--- config.mk ---
export PLATFORM = sky130hd
export DESIGN_NAME = keypad_password_lock_unit
export DESIGN_NICKNAME = d
export VERILOG_FILES = /design/src/rtl/klk_pkg.sv /design/src/rtl/klk_regs.sv /design/src/rtl/klk_core.sv /design/src/rtl/keypad_password_lock_unit.sv
export SDC_FILE = /design/constraint.sdc
export NUM_CORES = 1
export LEC_CHECK = 0
export BUFFER_PORTS_ARGS = -buffer_cell sky130_fd_sc_hd__buf_2
export CAP_MARGIN = 20
export CORE_AREA = 3 3 181 183
export CTS_CLUSTER_DIAMETER = 150
export DETAILED_ROUTE_END_ITERATION = 12
export DIE_AREA = 0 0 184 186
export GPL_TIMING_DRIVEN = 0
export PLACE_DENSITY = 0.75
export SYNTH_ARGS = -nofsm -noshare
export SYNTH_HDL_FRONTEND = slang
export SYNTH_SLANG_ARGS = --single-unit
--- constraint.sdc ---
create_clock -name clk -period 14.7 [get_ports clk]
set_clock_uncertainty 0.2 [all_clocks]
set_input_delay 1.47 -clock clk [delete_from_list [all_inputs] [get_ports clk]]
set_output_delay 1.47 -clock clk [all_outputs]
set_load 0.05 [all_outputs]
--- src/rtl/klk_pkg.sv ---
package klk_pkg;

  localparam int MAX_DIGITS = 20;
  localparam int DIGIT_W    = 4;
  localparam int COUNT_W    = 5;
  localparam int PW_W       = 80;
  localparam int LOW_W      = 64;
  localparam int HIGH_W     = 16;
  localparam int DATA_W     = 64;
  localparam int ADDR_W     = 5;

  localparam logic [DIGIT_W-1:0] MAX_DIGIT_VALUE = 4'd9;

  typedef enum logic [1:0] {
    CMD_DIGIT = 2'd0,
    CMD_BACK  = 2'd1,
    CMD_ENTER = 2'd2,
    CMD_START = 2'd3
  } command_t;

  typedef enum logic [2:0] {
    OUT_NONE      = 3'd0,
    OUT_OPEN      = 3'd1,
    OUT_OLD_OK    = 3'd2,
    OUT_NEW_TAKEN = 3'd3,
    OUT_CHANGED   = 3'd4,
    OUT_ERROR     = 3'd5
  } outcome_t;

  typedef enum logic [1:0] {
    PH_VERIFY  = 2'd0,
    PH_OLD     = 2'd1,
    PH_NEW     = 2'd2,
    PH_CONFIRM = 2'd3
  } phase_t;

  typedef enum logic [1:0] {
    REG_PW_LOW  = 2'd0,
    REG_PW_HIGH = 2'd1,
    REG_PW_LEN  = 2'd2,
    REG_MODE    = 2'd3
  } reg_index_t;

  typedef struct packed {
    logic [PW_W-1:0]    pw_digits;
    logic [COUNT_W-1:0] pw_length;
    logic               flow_mode;
  } cfg_t;

  typedef struct packed {
    outcome_t           outcome;
    logic [COUNT_W-1:0] entry_length;
    phase_t             flow_state;
    logic [PW_W-1:0]    new_digits;
    logic [COUNT_W-1:0] new_length;
  } res_t;

endpackage

--- src/rtl/klk_regs.sv ---
module klk_regs
  import klk_pkg::*;
(
  input  logic              clk,
  input  logic              rst,
  input  logic              psel,
  input  logic              penable,
  input  logic              pwrite,
  input  logic [ADDR_W-1:0] paddr,
  input  logic [DATA_W-1:0] pwdata,
  output logic [DATA_W-1:0] prdata,
  output logic              pready,
  output cfg_t              cfg
);

  logic [LOW_W-1:0]   pw_low;
  logic [HIGH_W-1:0]  pw_high;
  logic [COUNT_W-1:0] pw_length;
  logic               flow_mode;
  reg_index_t         reg_index;
  logic               wr_en;

  assign pready    = 1'b1;
  assign reg_index = reg_index_t'(paddr[ADDR_W-1:3]);
  assign wr_en     = psel && penable && pwrite && pready;

  always_ff @(posedge clk) begin
    if (rst) begin
      pw_low    <= '0;
      pw_high   <= '0;
      pw_length <= '0;
      flow_mode <= 1'b0;
    end else if (wr_en) begin
      case (reg_index)
        REG_PW_LOW:  pw_low    <= pwdata;
        REG_PW_HIGH: pw_high   <= pwdata[HIGH_W-1:0];
        REG_PW_LEN:  pw_length <= pwdata[COUNT_W-1:0];
        REG_MODE:    flow_mode <= pwdata[0];
        default: ;
      endcase
    end
  end

  always_comb begin
    case (reg_index)
      REG_PW_LOW:  prdata = pw_low;
      REG_PW_HIGH: prdata = {{(DATA_W-HIGH_W){1'b0}}, pw_high};
      REG_PW_LEN:  prdata = {{(DATA_W-COUNT_W){1'b0}}, pw_length};
      REG_MODE:    prdata = {{(DATA_W-1){1'b0}}, flow_mode};
      default:     prdata = '0;
    endcase
  end

  assign cfg.pw_digits = {pw_high, pw_low};
  assign cfg.pw_length = pw_length;
  assign cfg.flow_mode = flow_mode;

endmodule

--- src/rtl/klk_core.sv ---
module klk_core
  import klk_pkg::*;
(
  input  logic               clk,
  input  logic               rst,
  input  logic               go,
  input  command_t           command,
  input  logic [DIGIT_W-1:0] digit,
  input  cfg_t               cfg,
  output res_t               res
);

  logic [DIGIT_W-1:0] entry_digits [MAX_DIGITS];
  logic [DIGIT_W-1:0] candidate_digits [MAX_DIGITS];
  logic [COUNT_W-1:0] entry_count;
  logic [COUNT_W-1:0] entry_count_next;
  logic [COUNT_W-1:0] candidate_count;
  phase_t             flow_phase;
  phase_t             flow_phase_next;

  logic     digit_wr;
  logic     take_candidate;
  logic     match_stored;
  logic     match_candidate;
  outcome_t outcome;
  logic [PW_W-1:0] cand_word;

  // parallel digit compares
  always_comb begin
    match_stored    = (entry_count == cfg.pw_length);
    match_candidate = (entry_count == candidate_count);
    cand_word       = '0;
    for (int i = 0; i < MAX_DIGITS; i++) begin
      if (COUNT_W'(i) < entry_count) begin
        if (entry_digits[i] != cfg.pw_digits[DIGIT_W*i +: DIGIT_W]) match_stored = 1'b0;
        if (entry_digits[i] != candidate_digits[i]) match_candidate = 1'b0;
      end
      if (COUNT_W'(i) < candidate_count) begin
        cand_word[DIGIT_W*i +: DIGIT_W] = candidate_digits[i];
      end
    end
  end

  always_comb begin
    entry_count_next = entry_count;
    flow_phase_next  = flow_phase;
    outcome          = OUT_NONE;
    digit_wr         = 1'b0;
    take_candidate   = 1'b0;
    case (command)
      CMD_DIGIT: begin
        if (digit <= MAX_DIGIT_VALUE && entry_count < COUNT_W'(MAX_DIGITS)) begin
          digit_wr         = 1'b1;
          entry_count_next = entry_count + 1'b1;
        end
      end
      CMD_BACK: begin
        if (entry_count != '0) entry_count_next = entry_count - 1'b1;
      end
      CMD_START: begin
        entry_count_next = '0;
        flow_phase_next  = cfg.flow_mode ? PH_OLD : PH_VERIFY;
      end
      CMD_ENTER: begin
        case (flow_phase)
          PH_VERIFY: begin
            if (match_stored) begin
              outcome          = OUT_OPEN;
              entry_count_next = '0;
            end else begin
              outcome = OUT_ERROR;
            end
          end
          PH_OLD: begin
            if (match_stored) begin
              outcome          = OUT_OLD_OK;
              entry_count_next = '0;
              flow_phase_next  = PH_NEW;
            end else begin
              outcome = OUT_ERROR;
            end
          end
          PH_NEW: begin
            outcome          = OUT_NEW_TAKEN;
            take_candidate   = 1'b1;
            entry_count_next = '0;
            flow_phase_next  = PH_CONFIRM;
          end
          PH_CONFIRM: begin
            if (match_candidate) begin
              outcome          = OUT_CHANGED;
              entry_count_next = '0;
              flow_phase_next  = PH_VERIFY;
            end else begin
              outcome = OUT_ERROR;
            end
          end
          default: ;
        endcase
      end
      default: ;
    endcase
  end

  always_comb begin
    res.outcome      = outcome;
    res.entry_length = entry_count_next;
    res.flow_state   = flow_phase_next;
    res.new_digits   = (outcome == OUT_CHANGED) ? cand_word : '0;
    res.new_length   = (outcome == OUT_CHANGED) ? candidate_count : '0;
  end

  always_ff @(posedge clk) begin
    if (rst) begin
      entry_count     <= '0;
      candidate_count <= '0;
      flow_phase      <= PH_VERIFY;
    end else if (go) begin
      entry_count <= entry_count_next;
      flow_phase  <= flow_phase_next;
      if (take_candidate) candidate_count <= entry_count;
    end
  end

  always_ff @(posedge clk) begin
    for (int i = 0; i < MAX_DIGITS; i++) begin
      if (go && digit_wr && entry_count == COUNT_W'(i)) entry_digits[i] <= digit;
      if (go && take_candidate) candidate_digits[i] <= entry_digits[i];
    end
  end

endmodule

--- src/rtl/keypad_password_lock_unit.sv ---
// Keypad combination lock: takes one keypad transaction (digit, backspace, enter, start)
// per cycle unless stalled and returns one result transaction for each, through the input
// register, then the result register. The entry and candidate buffers are held in
// flip-flops and the full 20-digit compare against the stored or candidate password is
// combinational, which sets the rate of one transaction per clock while out_stall is low.
// The stored password and the flow chosen by start are set over the register port;
// flow_mode takes effect at the next start. There is no clearing pass after reset.
module keypad_password_lock_unit
  import klk_pkg::*;
(
  input  logic               clk,
  input  logic               rst,
  input  logic               psel,
  input  logic               penable,
  input  logic               pwrite,
  input  logic [ADDR_W-1:0]  paddr,
  input  logic [DATA_W-1:0]  pwdata,
  output logic [DATA_W-1:0]  prdata,
  output logic               pready,
  input  logic               in_valid,
  output logic               in_stall,
  input  logic [1:0]         command,
  input  logic [DIGIT_W-1:0] digit,
  output logic               out_valid,
  input  logic               out_stall,
  output logic [2:0]         outcome,
  output logic [COUNT_W-1:0] entry_length,
  output logic [1:0]         flow_state,
  output logic [LOW_W-1:0]   new_digits_low,
  output logic [HIGH_W-1:0]  new_digits_high,
  output logic [COUNT_W-1:0] new_length
);

  cfg_t               cfg;
  res_t               res;
  res_t               res_q;
  logic               pend_valid;
  command_t           pend_command;
  logic [DIGIT_W-1:0] pend_digit;
  logic               advance;
  logic               go;

  klk_regs u_regs (
    .clk     (clk),
    .rst     (rst),
    .psel    (psel),
    .penable (penable),
    .pwrite  (pwrite),
    .paddr   (paddr),
    .pwdata  (pwdata),
    .prdata  (prdata),
    .pready  (pready),
    .cfg     (cfg)
  );

  assign advance  = !out_valid || !out_stall;
  assign go       = pend_valid && advance;
  assign in_stall = pend_valid && !advance;

  always_ff @(posedge clk) begin
    if (rst) begin
      pend_valid <= 1'b0;
    end else if (!in_stall) begin
      pend_valid <= in_valid;
    end
  end

  always_ff @(posedge clk) begin
    if (in_valid && !in_stall) begin
      pend_command <= command_t'(command);
      pend_digit   <= digit;
    end
  end

  klk_core u_core (
    .clk     (clk),
    .rst     (rst),
    .go      (go),
    .command (pend_command),
    .digit   (pend_digit),
    .cfg     (cfg),
    .res     (res)
  );

  always_ff @(posedge clk) begin
    if (rst) begin
      out_valid <= 1'b0;
    end else if (advance) begin
      out_valid <= pend_valid;
    end
  end

  always_ff @(posedge clk) begin
    if (go) res_q <= res;
  end

  assign outcome         = res_q.outcome;
  assign entry_length    = res_q.entry_length;
  assign flow_state      = res_q.flow_state;
  assign new_digits_low  = res_q.new_digits[LOW_W-1:0];
  assign new_digits_high = res_q.new_digits[PW_W-1:LOW_W];
  assign new_length      = res_q.new_length;

endmodule

; After elaboration in Yosys (flattened, before gate mapping)
; Memories as Yosys holds them, arrays and structs flattened.
; Index checks and enable logic that the tools add are counted.
[word_totals]
regBits = 201
ramBits = 160
memories = 2
mem_bits_ro = 0
elab_cells = 435
latch_bits = 0
[mem_list]
columns = name, depth, width, rd, rd_clocked_by_memory_dff, write_ports, line_no
row1 = u_core.candidate_digits, 20, 4, 20, 0, 20, klk_core.sv:14  ; logic [DIGIT_W-1:0] candidate_digits [MAX_DIGITS];
row2 = u_core.entry_digits, 20, 4, 20, 0, 1, klk_core.sv:13  ; logic [DIGIT_W-1:0] entry_digits [MAX_DIGITS];
[classes]
n_reduce_logical = 83
mux = 200
shift = 0
n_bitwise = 0
div = 0
addsub = 2
eq_ne = 71
n_mul = 0
n_lt_le_gt_ge = 42
[ops]
columns = cell, count
row1 = 64-bit one-hot mux with 4 select lines, 1
row2 = 4-bit inequality test, 40
row3 = 1-bit 2-to-1 mux, 147
row4 = 5-bit 2-to-1 mux, 23
row5 = 4-bit by 5-bit less-than comparator with 1-bit output (first input constant), 16
row6 = 4-bit 2-to-1 mux, 19
row7 = 4-bit OR reduction, 19
row8 = 2-bit AND reduction, 25
row9 = 5-bit by 4-bit equality test with 1-bit output (second input constant), 8
row10 = 3-bit by 5-bit less-than comparator with 1-bit output (first input constant), 8
row11 = 5-bit less-than comparator (first input constant), 8
row12 = 1-bit logical AND, 28
row13 = 5-bit by 3-bit equality test with 1-bit output (second input constant), 4
row14 = 5-bit equality test (second input constant), 4
row15 = 1-bit by 5-bit less-than comparator with 1-bit output (first input constant), 4
row16 = 2-bit by 5-bit less-than comparator with 1-bit output (first input constant), 4
row17 = 5-bit one-hot mux with 4 select lines, 1
row18 = 5-bit one-hot mux with 3 select lines, 1
row19 = 2-bit equality test (second input constant), 6
row20 = 3-bit one-hot mux with 4 select lines, 1
row21 = 5-bit by 2-bit equality test with 1-bit output (second input constant), 2
row22 = 5-bit equality test, 2
row23 = 3-bit 2-to-1 mux, 3
row24 = 2-bit by 1-bit equality test with 1-bit output (second input constant), 3
row25 = 15 further kinds, 21

; Depth between registers and ports, before layout
; Gate-level depths: netlist of run 1.
; An unclocked memory read counts as a cell.
[logic_depth]
ltp_word = 47
ltp_mapped = 12

; By module
; A second synthesis of run 1 with hierarchy kept.
[hier_totals]
hier_cells = 1301
hier_area_um2 = 16348.2
[by_module_without_submodules]
columns = module, area_per_inst_um2, cells_each, n_inst
row1 = klk_core, 8983.6, 730, 1
row2 = klk_regs, 4245.3, 460, 1
row3 = keypad_password_lock_unit, 3119.2, 111, 1

; Worst setup path before layout of run 1
; Ideal clock, no wire load.
[synth_timing]
path_kind = input port to flip-flop
start = input port out_stall
end = memory u_core.candidate_digits[0][0] (enable)
required_time_ps = 13884
cell_stages = 5
setup_time_ps = 616
path_slack_ps = 8274
t_arrival_ps = 5610
n_path_buf = 0
path_cell_list = nand2_1 > nand2_1 > clkinv_1 > nand3_1 > inv_1
[synth_rtl]
columns = item, line_no
row1 = start: declaration, keypad_password_lock_unit.sv:25  ; input logic out_stall,
row2 = end: declaration, klk_core.sv:14

; Worst setup path after layout of run 1
[layout_timing]
start = input port paddr[3]
end = output port prdata[55]
[layout_via]
elab_chain_cells = 2
elab_cells_between_ends = 5
cone_classes = eq/ne: 3 / mux: 1 / reduce/logical: 1
[layout_lines]
columns = item, line_no
row1 = start: declaration, keypad_password_lock_unit.sv:16  ; input logic [ADDR_W-1:0] paddr,
row2 = 2-bit equality test (tied with other cells), klk_regs.sv:45  ; case (reg_index)
row3 = 64-bit one-hot mux with 4 select lines (*), klk_regs.sv:45
row4 = end: declaration, keypad_password_lock_unit.sv:18  ; output logic [DATA_W-1:0] prdata,
; Mark *: on every way between the ends. The rest lies on a longest branch, timed or not.

==> reports/metrics.yaml, run 1 <==
status: "completed"
final_cell_mix: "edfxtp_1, buf_2, nand2_1, xor2_1, a21oi_1"
power.leakage_nw: 7.80
synthCells: 1295
fill_cells: 2529
drive_gt1_share_pct: 20.3
synth_flop_cell: "edfxtp_1"
initial_core_util_pct: 49.9
cts_made_buffers: 39
ys_warn_count: 0
cts.clk_slew.worst_paths_ns: 0.05
slew_viol_final: 0
wl_per_cell_um: 22.3
layout_commonest_cell: "edfxtp_1"
grt_max_degree: 103
drcViolationCount: 0
postCtsSetupRepairBufs: 0
grt_pass1_wl_mm: 66.1
hold_class: "flip-flop to flip-flop"
antenna_found_initial: 0
rsz0062_at_grt: "false"
yosys.cell_types.count: 65
mappedNetlistArea_um2: 15700
cp_data_required_time_ns: 13.03
slew_headroom_pct: 20.4
p_per_area_nw_per_um2: 117
core.rowCount: 65
path_cells: "buf_2, clkbuf_1, nor2_1, clkbuf_1, clkbuf_1, and2_1, buf_2"
coreArea_um2: 31400
criticalPathCategory: "input pin to output pin"
fin_area_um2: 18700
vias: 11500
synth_area_leader_cell: "edfxtp_1"
period_needed_ns: 5.66
clk_latency_ns: 0.53
io_pins: 244
synthTopCellsByArea: "edfxtp_1, dfxtp_1, xor2_1"
die_w_um: 184
die_y_um: 186
setup_violations: 0
fmaxAchievable_ghz: 0.177
critPathMostFrequentCell: "clkbuf_1"
ctsLongestPathBuffers: 3
crit_path_top_delay_cell: "nor2_1"
grt_use_total_pct: 25.5
endpoint_kind: "output pin"
drv_cap: 0
period_share_pct: 38.5
drt-initial-drc-count: 960
crit_arrival_ns: 3.99
hold_buffers: 0
yosysSeqAreaShare_pct: 62.9
critPathLaunchType: "input pin"
synth_edf_count: 261
ys_seq_elements: 361
die_area_um2: 34200
worstPathMaxFanout: 10
cts-root-buf: "clkbuf_16"
worst_pin_slew_ns: 1.19
hold_viol: 0
gp_congestion: 0.956
grt_pass1_vias: 11200
power_mw: 2.18
cts_sinks: 361
final_nets: 1663
syn_to_final_growth_pct: 19.2
synth-async-reset-ratio_pct: 0
final_util_pct: 59.4
dpl_cell_area_um2: 17400
wl_mm: 44.9
tritoncts: "done"
dp_hpwl_mm: 32.2
synth_nets: 1382
hold_ws_ns: 0.281
overflow: 0
ir_drop_uv: 89.9
slowest_delay_ns: 0.64
postRouteAntennaNets: 0
dr.pass1.iters: 7
port_buffers: 238
cts_resized: 0
yosysTopAreaCellShare_pct: 50.1
diodes: 0
avgSynthCellArea_um2: 12.1
setup_tns_ns: 0
htree_levels: 2
viasPerCell: 5.74
==> per-stage QoR <==
stage / setup slack, ns / std cells
after global placement: 5.34 / 1935
after floorplan: 8.27 / 1295
after CTS: 9.12 / 2007
after detailed placement: 9.13 / 1936
final: 9.04 / 2008
after global routing: 8.92 / 2008
==> path summary, 6_finish.rpt <==
path / from / endpoint / slack, ns / depth (start not counted)
max: paddr[3] / prdata[55] / 9.04 / 7
min: u_regs.pw_low[17]$_SDFFE_PP0P_ / u_regs.pw_low[17]$_SDFFE_PP0P_ / 0.28 / 2
max reg2reg: u_core.entry_count[2]$_SDFFE_PP0P_ / u_core.entry_digits[5][0]$_DFFE_PP_ / 10.43 / 7
min reg2reg: u_regs.pw_low[17]$_SDFFE_PP0P_ / u_regs.pw_low[17]$_SDFFE_PP0P_ / 0.28 / 2
==> report_power, final <==
group | switching (mW) | internal [mW] | leakage [nW]
Clock | 0.392 | 0.559 | 0.617
Sequential | 0.0133 | 1.10 | 3.21
Combinational | 0.0886 | 0.0292 | 3.97
Total | 0.494 | 1.69 | 7.80
==> cells in the mapped netlist, drive strengths merged, types with 22 or more instances <==
cell and n:
xnor2 56, nor4 22, and3 29, nor2 50, o211a 33, a21oi 101
edfxtp 261, xor2 115, dfxtp 100, clkbuf 60, and2 58, nand2 197
==> layout make-up <==
type / instances / area, um^2 / area share [%]
flip-flops and latches: 361 / 9840 / 52.8
inverters: 13 / 56.3 / 0.302
well taps: 402 / 503 / 2.70
plain buffers: 76 / 323 / 1.73
multi-input cells: 845 / 5440 / 29.2
clock inverters: 11 / 67.6 / 0.362
repair buffers: 240 / 1230 / 6.61
clock buffers: 60 / 1190 / 6.37
==> per-layer routing <==
layer  wire (um)  vias up  track usage, %
li1            -     5241               -
met1       18800     5621            34.9
met3        3410       94            3.97
met5           0        -               0
met2       21300      562            42.3
met4        1360        0            8.07
==> cells by family after synthesis <==
logic type,synth area share [%]
buffers and inverters,2.37
flip-flops,62.9
adder cells (fa/ha/maj),0.400
multiplexers,1.56
AO/OA/AOI/OAI,10.3
XOR/XNOR,9.57
AND/OR/NAND/NOR,12.9
other,0.0240
==> critical path, delay by kind of cell <==
kind                   cells  cell delay [ns]
AND/OR/NAND/NOR            2             0.85
buffers and inverters      5             1.66
==> registers in the layout, indices dropped and copies added, names as in the netlist, 16 cells and up <==
| signal | flops |
|---|---|
| u_core.candidate_digits | 80 |
| new_digits_low | 64 |
| u_core.entry_digits | 80 |
| new_digits_high | 16 |
| u_regs.pw_low | 64 |
| u_regs.pw_high | 16 |
Note: power is estimated with default switching activity, not from simulation.
==> run 2: changes to the inputs <==
Clock period 14.7 ns to 5.8 ns, I/O delays scaled along.
==> run 2 against run 1 <==
Global-route usage unchanged; sequential share of layout area unchanged; total power rose to 2.5 times the previous value; critical path type is now flip-flop to flip-flop; largest cell class unchanged.
==> reports/metrics.yaml, run 2 (synthesis gave the netlist of run 1 again) <==
status: "completed"
drt-initial-drc-count: 983
postCtsSetupRepairBufs: 0
htree_levels: 2
grt_use_total_pct: 25.5
hold_buffers: 0
cts_sinks: 361
dp_hpwl_mm: 32.2
drv_cap: 0
setup_violations: 0
dr.pass1.iters: 5
r2r_end: "u_core.entry_digits[5][3]$_DFFE_PP_"
antenna_found_initial: 0
cp-endpoint: "u_core.entry_digits[5][3]$_DFFE_PP_"
period_share_pct: 75.1
p_per_area_nw_per_um2: 296
final_cell_mix: "edfxtp_1, buf_2, nand2_1, xor2_1, a21oi_1"
regToRegSetupSlack_ns: 1.44
slew_headroom_pct: 21.0
critPathLaunchType: "flip-flop"
crit_start: "u_core.entry_count[2]$_SDFFE_PP0P_"
cts_resized: 0
slew_viol_final: 0
endpoint_kind: "flip-flop"
die_w_um: 184
overflow: 0
power.leakage_nw: 7.80
criticalPathCategory: "flip-flop to flip-flop"
drcViolationCount: 0
crit_path_top_delay_cell: "o21ai_0"
period_needed_ns: 4.36
layout_commonest_cell: "edfxtp_1"
final_nets: 1663
coreArea_um2: 31400
cts-root-buf: "clkbuf_16"
fmaxAchievable_ghz: 0.230
postRouteAntennaNets: 0
cts.clk_slew.worst_paths_ns: 0.06
ctsLongestPathBuffers: 3
gp_congestion: 0.956
slowest_delay_ns: 0.84
hold_class: "input pin to flip-flop"
path_cells: "clkbuf_1, buf_2, o21ai_0, nand2_1, nor4_1, nand2_1, nor3_1"
clk_latency_ns: 0.53
r2r-start: "u_core.entry_count[2]$_SDFFE_PP0P_"
wl_per_cell_um: 22.3
syn_to_final_growth_pct: 19.2
critPathMostFrequentCell: "nand2_1"
final_util_pct: 59.4
ir_drop_uv: 228
port_buffers: 238
cp_data_required_time_ns: 5.74
worstPathMaxFanout: 10
initial_core_util_pct: 49.9
wl_mm: 44.8
post-place-cells: 1936
tritoncts: "done"
crit_arrival_ns: 4.30
grt_max_degree: 103
worst_pin_slew_ns: 1.17
die_y_um: 186
diodes: 0
rsz0062_at_grt: "false"
vias: 11500
drive_gt1_share_pct: 20.3
die_area_um2: 34200
hold_viol: 0
cts_made_buffers: 39
reg_top3: "u_core.candidate_digits x80, u_core.entry_digits x80"
r2r_cells: 7
io_pins: 244
final_cells: 2008
viasPerCell: 5.72
grt_pass1_wl_mm: 66.1
core.rowCount: 65
grt_pass1_vias: 11200
run 2: cell counts in the layout (fill, tap and decap cells not counted):
No cell type changed its count.
run 2: worst max-delay path: cells and delay by family (launching register included):
kind	cells	cell delay, ns
buf+inv	2	0.42
flops	1	0.30
compound gates	1	0.84
simple gates	4	2.20
run 2: through the flow:
step | power (mW) | setup slack (ns) | setup TNS (ns) | hold WS [ns] | area [um^2]
after floorplan | 3.06 | 0.159 | 0 | 0.250 | 15700
after global placement | 3.17 | -2.67 | -223.54 | 0.266 | 17300
after detailed placement | 3.17 | 1.64 | 0 | 0.272 | 17400
after CTS | 5.55 | 1.62 | 0 | 0.0188 | 18600
after global routing | 5.68 | 1.27 | 0 | 0.0147 | 18700
final | 5.53 | 1.44 | 0 | 0.0275 | 18700
run 2: layout make-up:
class | instances | area [um^2]
plain buffers | 76 | 323
repair buffers | 240 | 1230
inverters | 13 | 56.3
fillers | 2529 | 12700
clock buffers | 60 | 1190
flip-flops and latches | 361 | 9840
well taps | 402 | 503
clock inverters | 11 | 67.6
multi-input cells | 845 | 5440
run 2: worst min-delay path by stage:
stage,from,depth (start not counted),to
floorplan,pend_valid$_SDFFE_PP0N_,2,out_valid$_SDFFE_PP0N_
global placement,pend_valid$_SDFFE_PP0N_,2,out_valid$_SDFFE_PP0N_
detailed placement,u_regs.pw_low[17]$_SDFFE_PP0P_,2,u_regs.pw_low[17]$_SDFFE_PP0P_
CTS,digit[1],1,pend_digit[1]$_DFFE_PP_
global route,digit[1],1,pend_digit[1]$_DFFE_PP_
finish,digit[0],1,pend_digit[0]$_DFFE_PP_
run 2: power by group:
group	switching (mW)	total (mW)	internal, mW
logic	0.225	0.299	0.0740
registers	0.0335	2.83	2.79
clock network	0.990	2.41	1.42
run 2: per-layer routing:
| metal | vias up | wire length [um] | track usage (%) |
|---|---|---|---|
| met2 | 564 | 21300 | 42.3 |
| met5 | - | 0 | 0 |
| met1 | 5606 | 18700 | 35.0 |
| met4 | 0 | 1380 | 8.07 |
| met3 | 91 | 3400 | 3.97 |
| li1 | 5233 | - | - |
